--- src/awld_pkg.sv ---
// Shared types and codes for the word-length deframer.
`default_nettype none
package awld_pkg;

  // Deframer phase codes
  localparam logic [1:0] PH_FIRST = 2'd0;  // expecting first length byte
  localparam logic [1:0] PH_MORE  = 2'd1;  // collecting further length bytes
  localparam logic [1:0] PH_WORD  = 2'd2;  // passing word bytes
  localparam logic [1:0] PH_HALT  = 2'd3;  // stopped after a bad prefix

  // Result kinds
  localparam logic [1:0] KIND_DATA  = 2'd0;
  localparam logic [1:0] KIND_END   = 2'd1;
  localparam logic [1:0] KIND_ERROR = 2'd2;

  localparam int unsigned LenW = 32;

  typedef struct packed {
    logic [1:0]      phase;
    logic [2:0]      extra_left;
    logic [LenW-1:0] len_acc;
    logic [LenW-1:0] word_left;
  } awld_state_t;

  typedef struct packed {
    logic       valid;
    logic [1:0] kind;
    logic [7:0] data_byte;
    logic       last_of_word;
  } awld_result_t;

endpackage
`default_nettype wire

--- src/awld_step.sv ---
// Per-byte next-state and result logic of the deframer.
`default_nettype none
module awld_step (
  input  wire awld_pkg::awld_state_t  state,
  input  wire logic [7:0]             rx_byte,
  output awld_pkg::awld_state_t       state_nxt,
  output awld_pkg::awld_result_t      result
);

  logic [2:0]                extra_dec;
  logic [awld_pkg::LenW-1:0] acc_shift;

  assign extra_dec = state.extra_left - 3'd1;
  assign acc_shift = {state.len_acc[awld_pkg::LenW-9:0], rx_byte};

  always_comb begin
    state_nxt          = state;
    result.valid       = 1'b0;
    result.kind        = awld_pkg::KIND_DATA;
    result.data_byte   = 8'd0;
    result.last_of_word = 1'b0;

    unique case (state.phase)
      awld_pkg::PH_FIRST: begin
        // decode the length prefix of the first byte
        priority if (rx_byte == 8'd0) begin
          result.valid = 1'b1;
          result.kind  = awld_pkg::KIND_END;
        end else if (rx_byte[7] == 1'b0) begin
          state_nxt.word_left = {{(awld_pkg::LenW-8){1'b0}}, rx_byte};
          state_nxt.phase     = awld_pkg::PH_WORD;
        end else if (rx_byte[7:6] == 2'b10) begin
          state_nxt.len_acc    = {{(awld_pkg::LenW-6){1'b0}}, rx_byte[5:0]};
          state_nxt.extra_left = 3'd1;
          state_nxt.phase      = awld_pkg::PH_MORE;
        end else if (rx_byte[7:5] == 3'b110) begin
          state_nxt.len_acc    = {{(awld_pkg::LenW-5){1'b0}}, rx_byte[4:0]};
          state_nxt.extra_left = 3'd2;
          state_nxt.phase      = awld_pkg::PH_MORE;
        end else if (rx_byte[7:4] == 4'b1110) begin
          state_nxt.len_acc    = {{(awld_pkg::LenW-4){1'b0}}, rx_byte[3:0]};
          state_nxt.extra_left = 3'd3;
          state_nxt.phase      = awld_pkg::PH_MORE;
        end else if (rx_byte[7:3] == 5'b11110) begin
          // four full length bytes follow, first byte adds nothing
          state_nxt.len_acc    = '0;
          state_nxt.extra_left = 3'd4;
          state_nxt.phase      = awld_pkg::PH_MORE;
        end else begin
          result.valid    = 1'b1;
          result.kind     = awld_pkg::KIND_ERROR;
          state_nxt.phase = awld_pkg::PH_HALT;
        end
      end

      awld_pkg::PH_MORE: begin
        // append one length byte; an all-zero length means an empty word
        state_nxt.len_acc    = acc_shift;
        state_nxt.extra_left = extra_dec;
        if (extra_dec == 3'd0) begin
          if (acc_shift == '0) begin
            state_nxt.phase = awld_pkg::PH_FIRST;
          end else begin
            state_nxt.word_left = acc_shift;
            state_nxt.phase     = awld_pkg::PH_WORD;
          end
        end
      end

      awld_pkg::PH_WORD: begin
        // pass the data byte; a count of one or zero ends the word
        result.valid     = 1'b1;
        result.data_byte = rx_byte;
        if (state.word_left <= {{(awld_pkg::LenW-1){1'b0}}, 1'b1}) begin
          result.last_of_word = 1'b1;
          state_nxt.word_left = '0;
          state_nxt.phase     = awld_pkg::PH_FIRST;
        end else begin
          state_nxt.word_left = state.word_left - {{(awld_pkg::LenW-1){1'b0}}, 1'b1};
        end
      end

      default: begin
        // halted: drop every byte
      end
    endcase
  end

endmodule
`default_nettype wire

--- src/api_word_length_deframer.sv ---
// Top level of the length-prefixed word deframer.
//
// Input channel (in_valid/in_ready/in_rx_byte) takes one received byte per
// word handshake. Each byte updates the deframer state and gives at most one
// result on the output channel (out_valid/out_ready, out_kind,
// out_data_byte, out_last_of_word): a word data byte, an end of sentence
// or a length error. Length bytes give no result.
// A result is registered and appears on the output in the cycle after
// its byte is accepted. Throughput: one byte per cycle while out_ready is
// high, set by the single state update ahead of the output register.
// The output register is freed in the cycle it is taken, so in_ready stays
// high while out_ready is high. When the receiver stalls with a result held,
// in_ready drops until that result is taken; the held result stays stable.
// Reset (rst_n low, synchronous) empties the output register and returns
// the deframer to waiting for a first length byte. After a bad prefix the
// error result is given once and every further byte is accepted and
// dropped until reset.
`default_nettype none
module api_word_length_deframer (
  input  wire logic       clk,
  input  wire logic       rst_n,
  input  wire logic       in_valid,
  output logic            in_ready,
  input  wire logic [7:0] in_rx_byte,
  output logic            out_valid,
  input  wire logic       out_ready,
  output logic [1:0]      out_kind,
  output logic [7:0]      out_data_byte,
  output logic            out_last_of_word
);

  awld_pkg::awld_state_t  state_r;
  awld_pkg::awld_state_t  state_nxt;
  awld_pkg::awld_result_t result;
  awld_pkg::awld_result_t res_r;
  logic                   in_fire;

  assign in_ready = !res_r.valid || out_ready;
  assign in_fire  = in_valid && in_ready;

  awld_step u_step (
    .state     (state_r),
    .rx_byte   (in_rx_byte),
    .state_nxt (state_nxt),
    .result    (result)
  );

  // deframer state
  always_ff @(posedge clk) begin
    if (!rst_n) begin
      state_r.phase      <= awld_pkg::PH_FIRST;
      state_r.extra_left <= 3'd0;
      state_r.len_acc    <= '0;
      state_r.word_left  <= '0;
    end else if (in_fire) begin
      state_r <= state_nxt;
    end
  end

  // output register: valid clears when taken, payload loads with each result
  always_ff @(posedge clk) begin
    if (!rst_n) begin
      res_r <= '0;
    end else begin
      if (in_fire) begin
        res_r.valid <= result.valid;
      end else if (out_ready) begin
        res_r.valid <= 1'b0;
      end
      if (in_fire && result.valid) begin
        res_r.kind         <= result.kind;
        res_r.data_byte    <= result.data_byte;
        res_r.last_of_word <= result.last_of_word;
      end
    end
  end

  assign out_valid        = res_r.valid;
  assign out_kind         = res_r.kind;
  assign out_data_byte    = res_r.data_byte;
  assign out_last_of_word = res_r.last_of_word;

endmodule
`default_nettype wire

--- config.mk ---
export PLATFORM = sky130hd
export DESIGN_NAME = api_word_length_deframer
export DESIGN_NICKNAME = d
export VERILOG_FILES = /design/src/awld_pkg.sv /design/src/awld_step.sv /design/src/api_word_length_deframer.sv
export SDC_FILE = /design/constraint.sdc
export NUM_CORES = 1
export LEC_CHECK = 0
export BUFFER_PORTS_ARGS = -buffer_cell sky130_fd_sc_hd__buf_2
export CAP_MARGIN = 15
export CORE_MARGIN = 2
export CORE_UTILIZATION = 55
export CTS_CLUSTER_SIZE = 24
export DETAILED_ROUTE_END_ITERATION = 10
export PLACE_DENSITY_LB_ADDON = 0.08
export SYNTH_ARGS = -nofsm -noshare
export SYNTH_HDL_FRONTEND = slang
export SYNTH_HIERARCHICAL = 1
export SYNTH_SLANG_ARGS = --single-unit
--- constraint.sdc ---
create_clock -name clk -period 4 [get_ports clk]
set_input_delay 0.8 -clock clk [delete_from_list [all_inputs] [get_ports clk]]
set_output_delay 0.8 -clock clk [all_outputs]
set_load 0.05 [all_outputs]
== After elaboration in Yosys (flattened, before gate mapping) ==
Cells that the tools add are included.

* Flip-flop bits (word level): 73
* Input bits: 12
* Output and inout bits: 13
* Word-level logic and storage cells: 68

* $add $sub $neg: 2
* $lt $le $gt $ge: 1
* Equal/unequal tests: 13
* Muxes and demuxes: 30
* Reductions and logical operators: 14

{| class="wikitable"
|+ Operator list
! kind !! count
|-
| $mux W32 || 4
|-
| $mux W37 || 3
|-
| $pmux W32 S3 || 1
|-
| $mux W35 || 2
|-
| $pmux W35 S2 || 1
|-
| $mux W69 || 1
|-
| $le A32 B1 Y1 const B || 1
|-
| $logic_not A32 Y1 || 1
|-
| $sub A32 B1 Y32 const B || 1
|-
| $mux W3 || 6
|-
| $mux W2 || 6
|-
| $reduce_and A5 Y1 || 2
|-
| $mux W9 || 1
|-
| $logic_not A8 Y1 || 1
|-
| $ne A2 B2 Y1 const B || 4
|-
| $pmux W2 S3 || 1
|-
| $reduce_and A6 Y1 || 1
|-
| $eq A5 B5 Y1 const B || 1
|-
| $ne A5 B1 Y1 const B || 1
|-
| $eq A2 B2 Y1 const B || 2
|-
| $eq A4 B4 Y1 const B || 1
|-
| $ne A2 B1 Y1 const B || 2
|-
| $reduce_bool A2 Y1 || 2
|-
| $eq A3 B3 Y1 const B || 1
|-
| 10 further kinds || 13
|}

== Longest topological paths before layout ==
Gate-level depths: netlist of the first run.

* Depth after elaboration: 9
* Mapped depth: 11

== Cells and area by module ==
Netlist of the first run, hierarchy kept.

{| class="wikitable"
|+ Modules (own cells, without submodules)
! module !! times used !! cells each !! area each (µm²)
|-
| api_word_length_deframer || 1 || 353 || 3200.6
|-
| awld_step || 1 || 399 || 2472.4
|}

== Worst setup path after synthesis of the first run ==
OpenSTA, ideal clock, no wires.

* Kind: input to register
* Start: in in_rx_byte[6]
* End: reg state_r[18] in the netlist's numbering
* Library setup time: 0.072 ns
* Arrival time: 2.656 ns
* Data required time: 3.928 ns
* Setup slack: 1.273 ns
* Stages: 10
* Cells stage by stage: clkbuf_1 nor4_4 nand4_1 or2_4 o211ai_2 buf_4 o21ai_0 o211ai_1 nand2_1 mux2i_1

* Word-level cells in the longest chain between the ends: 3
* Elaborated cells between the ends (all ways): 5
* Those cells by class: eq/ne: 2; reduce/logical: 3

{| class="wikitable"
|+ Ends and longest elaborated chain
! item !! RTL line !! source
|-
| start: declaration || api_word_length_deframer.sv:24 || <nowiki>input wire logic [7:0] in_rx_byte,</nowiki>
|-
| $logic_not A32 Y1 / $logic_not A8 Y1 (equally long branches) || awld_step.sv:61, awld_step.sv:26 ||
|-
| $ne A2 B2 Y1 (no line) || n/a ||
|-
| $reduce_and A6 Y1 (no line) (*) || n/a ||
|-
| end signal: assignment || api_word_length_deframer.sv:56 || <nowiki>state_r <= state_nxt;</nowiki>
|-
| end: declaration || api_word_length_deframer.sv:32 || <nowiki>awld_pkg::awld_state_t state_r;</nowiki>
|}

Every way passes the cells marked *; elsewhere a longest branch is shown, timed or not.
A chain may end at the register's enable or synchronous reset.

== Worst setup path after layout of the first run ==
* Start: in in_rx_byte[7]
* End: reg state_r[0] in the netlist's numbering

The elaborated chain is that of the path after synthesis.

==> reports/qor.txt, run 1 <==
Die Ht: 102 µm
Reg-to-Reg Start: state_r[67]
Die Footprint: 10400 µm²
Critical path launch point: in_rx_byte[7]
Chip width: 102 µm
Clock root buffer: clkbuf_8
CP required: 4.19 ns
Largest net degree at the start of global routing: 78
Slew Limit Fails: 0
Synth Instances: 712
Slew @ Worst Pin: 1.09 ns
Per-cell routed wire length: 18.4 µm
Number of synthesis warnings: 6
Worst slew margin: 27.7%
Total track usage: 30.4%
Clock tree buffer depth: 2
Total Wirelength: 15.3 mm
Setup TNS: 0 ns
Avg Cell Area, Syn: 7.45 µm²
Site Rows: 35
Crit path kind: primary input to flip-flop
Worst Path Max Fanout: 17
Final min period: 2.78 ns
Setup bufs post-CTS: 0
Starting Density: 57.1%
Initial antenna violation count: 0
CP Capture Point: state_r[0]
I/O pins: 25
Post-CTS resize count: 0
CTS Sinks: 73
RSZ-0062 raised after global routing: false
Gpl congestion: 1.05
Num CTS Buffers: 9
Drt via density: 6.32
Ant. Diodes: 0
H-tree levels: 3
Routed Antenna Nets: 0
Fmax achieved: 360 MHz
Global-route wire length before repair: 24.8 mm
Number of hold buffers added after cts: 0
Netlist area before placement: 5300 µm²
Initial DRC Count: 570
Net Count, Synth: 728
Pwr dens: 409 nW/µm²
Max-cap viol count: 0
R2R setup slack: 1.27 ns
Area Growth Syn to Fin: 5.24%
Input/output buffers: 24
HP Class: flip-flop to flip-flop
Vias: 5262
Hold Fails Final Rpt: 0
GRT overflow: 0
Finish-stage setup viols: 0
DRC Markers: 0
Worst hold stages: 2
Crit path DAT: 2.97 ns
Period utilization: 69.5%
Clk slew on worst S/H paths: 0.08 ns
Worst-skew pair later-pin latency: 0.34 ns
Vias in the first global route: 4763
Setup crit end kind: flip-flop
CTS tree: built
Core footprint: 9280 µm²
Util after Layout: 60.1%
VDD IR max: 0.000216 V
LEAKAGE: 2.17 nW
Final Skew: 0.0125 ns
Critical path launch point type: primary input
Share of layout cells above drive strength 1: 9.25%
Dpl hpwl: 10.6 mm
Status: completed
Number of nets in the layout: 715
Cells on worst reg2reg path: 9
RR Endpoint: state_r[8]
Drt first pass iters: 8
==> area by class of cell <==
| cell class | instances | area [µm²] |
|---|---|---|
| multi-input combinational | 571 | 3540 |
| clock buffer | 11 | 131 |
| fill | 903 | 3700 |
| sequential | 73 | 1460 |
| timing repair buffer | 33 | 203 |
| inverter | 11 | 41.3 |
| tap | 129 | 161 |
| clock inverter | 4 | 45.0 |
==> worst min path at each step <==
stage | end | start | slack (ns)
after floorplan | state_r[9] | state_r[9] | 0.43
after global placement | out_data_byte[1] | out_data_byte[1] | 0.44
after detailed placement | out_data_byte[7] | out_data_byte[7] | 0.45
after CTS | out_data_byte[7] | out_data_byte[7] | 0.46
after global routing | out_data_byte[3] | out_data_byte[3] | 0.48
final | out_data_byte[3] | out_data_byte[3] | 0.45
==> layout by cell type (no fill, tap or decap), types with 3 or more instances in the layout <==
master	instances
xnor2_1	5
mux2i_1	74
a31oi_1	10
nor2b_1	5
ha_1	4
o21ai_0	36
or2_2	3
and2_1	11
clkinv_2	3
a221oi_1	8
o21a_1	3
inv_1	11
nor3_1	15
a32oi_1	3
o211ai_1	3
a21boi_0	3
buf_4	9
nor4_1	17
clkbuf_8	9
nand2_1	192
o311ai_0	3
nor2_1	35
dfxtp_1	73
or3_1	4
nand4_1	7
a21o_1	6
a221o_1	3
a211oi_1	3
a21oi_1	38
or4_1	3
nor4_4	4
a22oi_1	6
a22o_1	23
nand2b_1	6
nand3_1	5
buf_2	23
==> through the flow <==
| stage | power (W) | std cells | instance area, µm² | hold slack, ns | setup WS [ns] |
|---|---|---|---|---|---|
| global placement | 0.00171 | 817 | 5410 | 0.438 | 1.10 |
| CTS | 0.00227 | 832 | 5580 | 0.458 | 1.31 |
| floorplan | 0.00152 | 712 | 5300 | 0.431 | 1.27 |
| finish | 0.00228 | 832 | 5580 | 0.454 | 1.22 |
| detailed placement | 0.00171 | 817 | 5410 | 0.447 | 0.957 |
| global route | 0.00242 | 832 | 5580 | 0.480 | 1.09 |
==> metal layers <==
layer / GRT usage [%] / vias to the layer above / part of all wire, %
met5: 0 / - / 0
met4: 10.1 / 0 / 1.9
met3: 6.09 / 25 / 7.1
met2: 46.0 / 224 / 45
met1: 43.2 / 2501 / 46
li1: - / 2512 / -
==> report_power, final <==
group	switching (W)	internal, W	total (W)	leakage (nW)
Combinational	0.000581	0.000325	0.000906	1.48
Sequential	0.0000619	0.000760	0.000822	0.590
Clock	0.000272	0.000282	0.000554	0.0929
==> flip-flops by register name, summed over array words and instances (netlist names) <==
| register | cells |
|---|---|
| out_data_byte | 8 |
| out_kind | 2 |
| out_last_of_word | 1 |
| out_valid | 1 |
| state_r | 61 |
==> worst max-delay path: stages <==
cell and delay, ns:
buf_2 0.20, nor4_1 0.48, nand4_1 0.27, o211ai_1 0.43, a21oi_1 0.26, a221o_1 0.35, nand2_1 0.08, mux2i_1 0.09
Power figures use the tool's default switching activity.
==> run 2: changes to the inputs <==
clock period = 2.2 ns   (was 4 ns; I/O delays follow)
==> run 2 against run 1 <==
Net effect: the flow now finishes with violations (negative setup slack); non-clock buffer count up 124; global-route usage up 5.1 points; utilization up 16 points; worst setup slack worse by 1.2 ns; critical path type is now flip-flop to flip-flop.
==> reports/qor.txt, run 2 (synthesis gave the netlist of run 1 again) <==
Status: finished with violations
Violated checks: negative setup slack
Reg-to-Reg Start: state_r[52]
Worst slew margin: 56.2% (+29 points)
Critical path launch point: state_r[52]
Internal Power: 0.00312 W (+130%)
Largest net degree at the start of global routing: 146 (+87%)
Crit path kind: flip-flop to flip-flop
Critical path launch point type: flip-flop
Share of layout cells above drive strength 1: 29.3% (+20 points)
Chip width: 102 µm (unchanged)
I/O pins: 25 (unchanged)
Sw Share: 39.3% (-0.74 points)
Most common cell after layout, fill and taps aside: nand2_1
Drt first pass iters: 5 (-3)
Vias: 5994 (+14%)
Finish-stage setup viols: 1 (+1)
Num CTS Buffers: 9 (unchanged)
Site Rows: 35 (unchanged)
Most frequent cells in the layout: 189 x nand2_1, 117 x buf_4, 74 x mux2i_1
CP Capture Point: state_r[29]
Clock root buffer: clkbuf_8
Number of nets in the layout: 839 (+17%)
Period utilization: 101%
Number of hold buffers added after cts: 0 (unchanged)
Initial antenna violation count: 0 (unchanged)
Setup ws final: -0.0305 ns (-1.25 ns)
DRC Markers: 0 (unchanged)
Setup WS pre-CTS: -0.114 ns (-1.07 ns)
Worst Path Max Fanout: 5 (-12)
Crit path DAT: 2.47 ns (-0.50 ns)
Drt via density: 6.27 (-0.86%)
Worst hold stages: 3 (+1)
Net Switching: 0.00202 W (+120%)
CTS tree: built
Worst-skew pair later-pin latency: 0.35 ns (about the same)
FILL cells: 736 (-18%)
Dpl hpwl: 12.6 mm (+20%)
Clock tree buffer depth: 2 (unchanged)
Total track usage: 35.4% (+5.1 points)
Routed Antenna Nets: 0 (unchanged)
Fmax achieved: 448 MHz
Vias in the first global route: 5432 (+14%)
Slew @ Worst Pin: 0.656 ns (-0.429 ns)
Max FFs per register: 61 (unchanged)
Clk slew on worst S/H paths: 0.09 ns (about the same)
Total Wirelength: 18.6 mm (+22%)
CTS Sinks: 73 (unchanged)
VDD IR max: 0.000435 V (+100%)
LEAKAGE: 2.94 nW (+36%)
H-tree levels: 3 (unchanged)
Core footprint: 9280 µm² (unchanged)
Final min period: 2.23 ns
RSZ-0062 raised after global routing: true
Setup crit end kind: flip-flop
Initial DRC Count: 506 (-11%)
Die Footprint: 10400 µm² (unchanged)
Slew Limit Fails: 0 (unchanged)
Starting Density: 57.1% (unchanged)
Final Skew: 0.0142 ns (+0.00172 ns)
Area Growth Syn to Fin: 32.6%
CP required: 2.44 ns (-1.75 ns)
Max-cap viol count: 0 (unchanged)
Die Ht: 102 µm (unchanged)
HP Class: primary input to flip-flop
Flop pwr share: 28.1% (-7.9 points)
GRT overflow: 0 (unchanged)
Gpl congestion: 0.998 (-5.0%)
Cells on worst reg2reg path: 9 (unchanged)
Clock network fraction of design power: 21.3% (-3.0 points)
Global-route wire length before repair: 28.4 mm (+15%)
Largest Register: state_r
RR Endpoint: state_r[29]
Per-cell routed wire length: 19.5 µm (+5.8%)
Comb pwr share: 50.6% (+11 points)
Hold Fails Final Rpt: 0 (unchanged)
R2R setup slack: -0.03 ns (-1.30 ns)
Hold WS: 0.385 ns (-0.0683 ns)
Input/output buffers: 24 (unchanged)
Ant. Diodes: 0 (unchanged)
Pwr dens: 731 nW/µm² (+79%)
run 2: changes by cell type in the layout (fill, tap and decap cells not counted), sizes merged:
cell,delta
clkinvlp,+1
buf,+123
run 2: critical path: stages (launching register included):
cell and delay (ns):
dfxtp_1 0.34, nor4_4 0.31, nand4_1 0.26, or2_4 0.35, and2_1 0.19, buf_4 0.14
a31oi_1 0.27, a21oi_2 0.11, nand2_1 0.07, mux2i_1 0.08
run 2: worst min path at each step:
stage / start / endpoint / slack, ns
after global routing: out_ready / out_valid / 0.39
after detailed placement: out_kind[0] / out_kind[0] / 0.44
after floorplan: state_r[9] / state_r[9] / 0.43
after global placement: out_data_byte[0] / out_data_byte[0] / 0.44
after CTS: out_ready / out_valid / 0.38
final: out_ready / out_valid / 0.39
run 2: metrics by stage:
| step | instances | total power, W | util [%] | instance area [µm²] | setup TNS, ns |
|---|---|---|---|---|---|
| final | 956 | 0.00514 | 75.8 | 7030 | -0.0305 |
| after global routing | 956 | 0.00538 | 75.8 | 7030 | -0.848 |
| after CTS | 942 | 0.00473 | 71.7 | 6650 | -0.00586 |
| after detailed placement | 923 | 0.00355 | 68.0 | 6310 | -1.37 |
| after global placement | 923 | 0.00353 | 68.0 | 6310 | -0.402 |
| after floorplan | 712 | 0.00278 | - | 5380 | -0.259 |
run 2: repair_timing:
item | CTS | global route
endpoints found under the setup margin | 24 | 30
setup buffers | 3 | 13
cloned | 1 | 1
hold endpoints to repair | 0 | 0
resized for setup | 16 | 67
pin swaps | 11 | 29
run 2: per-layer routing:
layer / routed length (µm) / global-route usage (%)
met1: 7970 / 47.4
met2: 8480 / 55.9
met3: 1500 / 7.87
met4: 661 / 13.5
met5: 0 / 0
run 2: final cells by class:
class / instances / area (µm²) / area share (%)
Clock buffer: 10 / 138 / 1.96
Clock inverter: 5 / 56.3 / 0.801
Inverter: 11 / 41.3 / 0.587
Multi-Input combinational cell: 571 / 3890 / 55.3
Sequential cell: 73 / 1470 / 20.9
Tap cell: 129 / 161 / 2.29
Timing Repair Buffer: 157 / 1280 / 18.1
run 2: power by group through the flow:
stage | clock, W | sequential (W) | combinational [W]
2_1_floorplan | 0 | 0.00149 | 0.00129
4_1_cts | 0.00109 | 0.00144 | 0.00220
5_1_grt | 0.00116 | 0.00145 | 0.00276
3_5_place_dp | 0 | 0.00147 | 0.00208
3_3_place_gp | 0 | 0.00146 | 0.00206
6_report | 0.00109 | 0.00145 | 0.00260
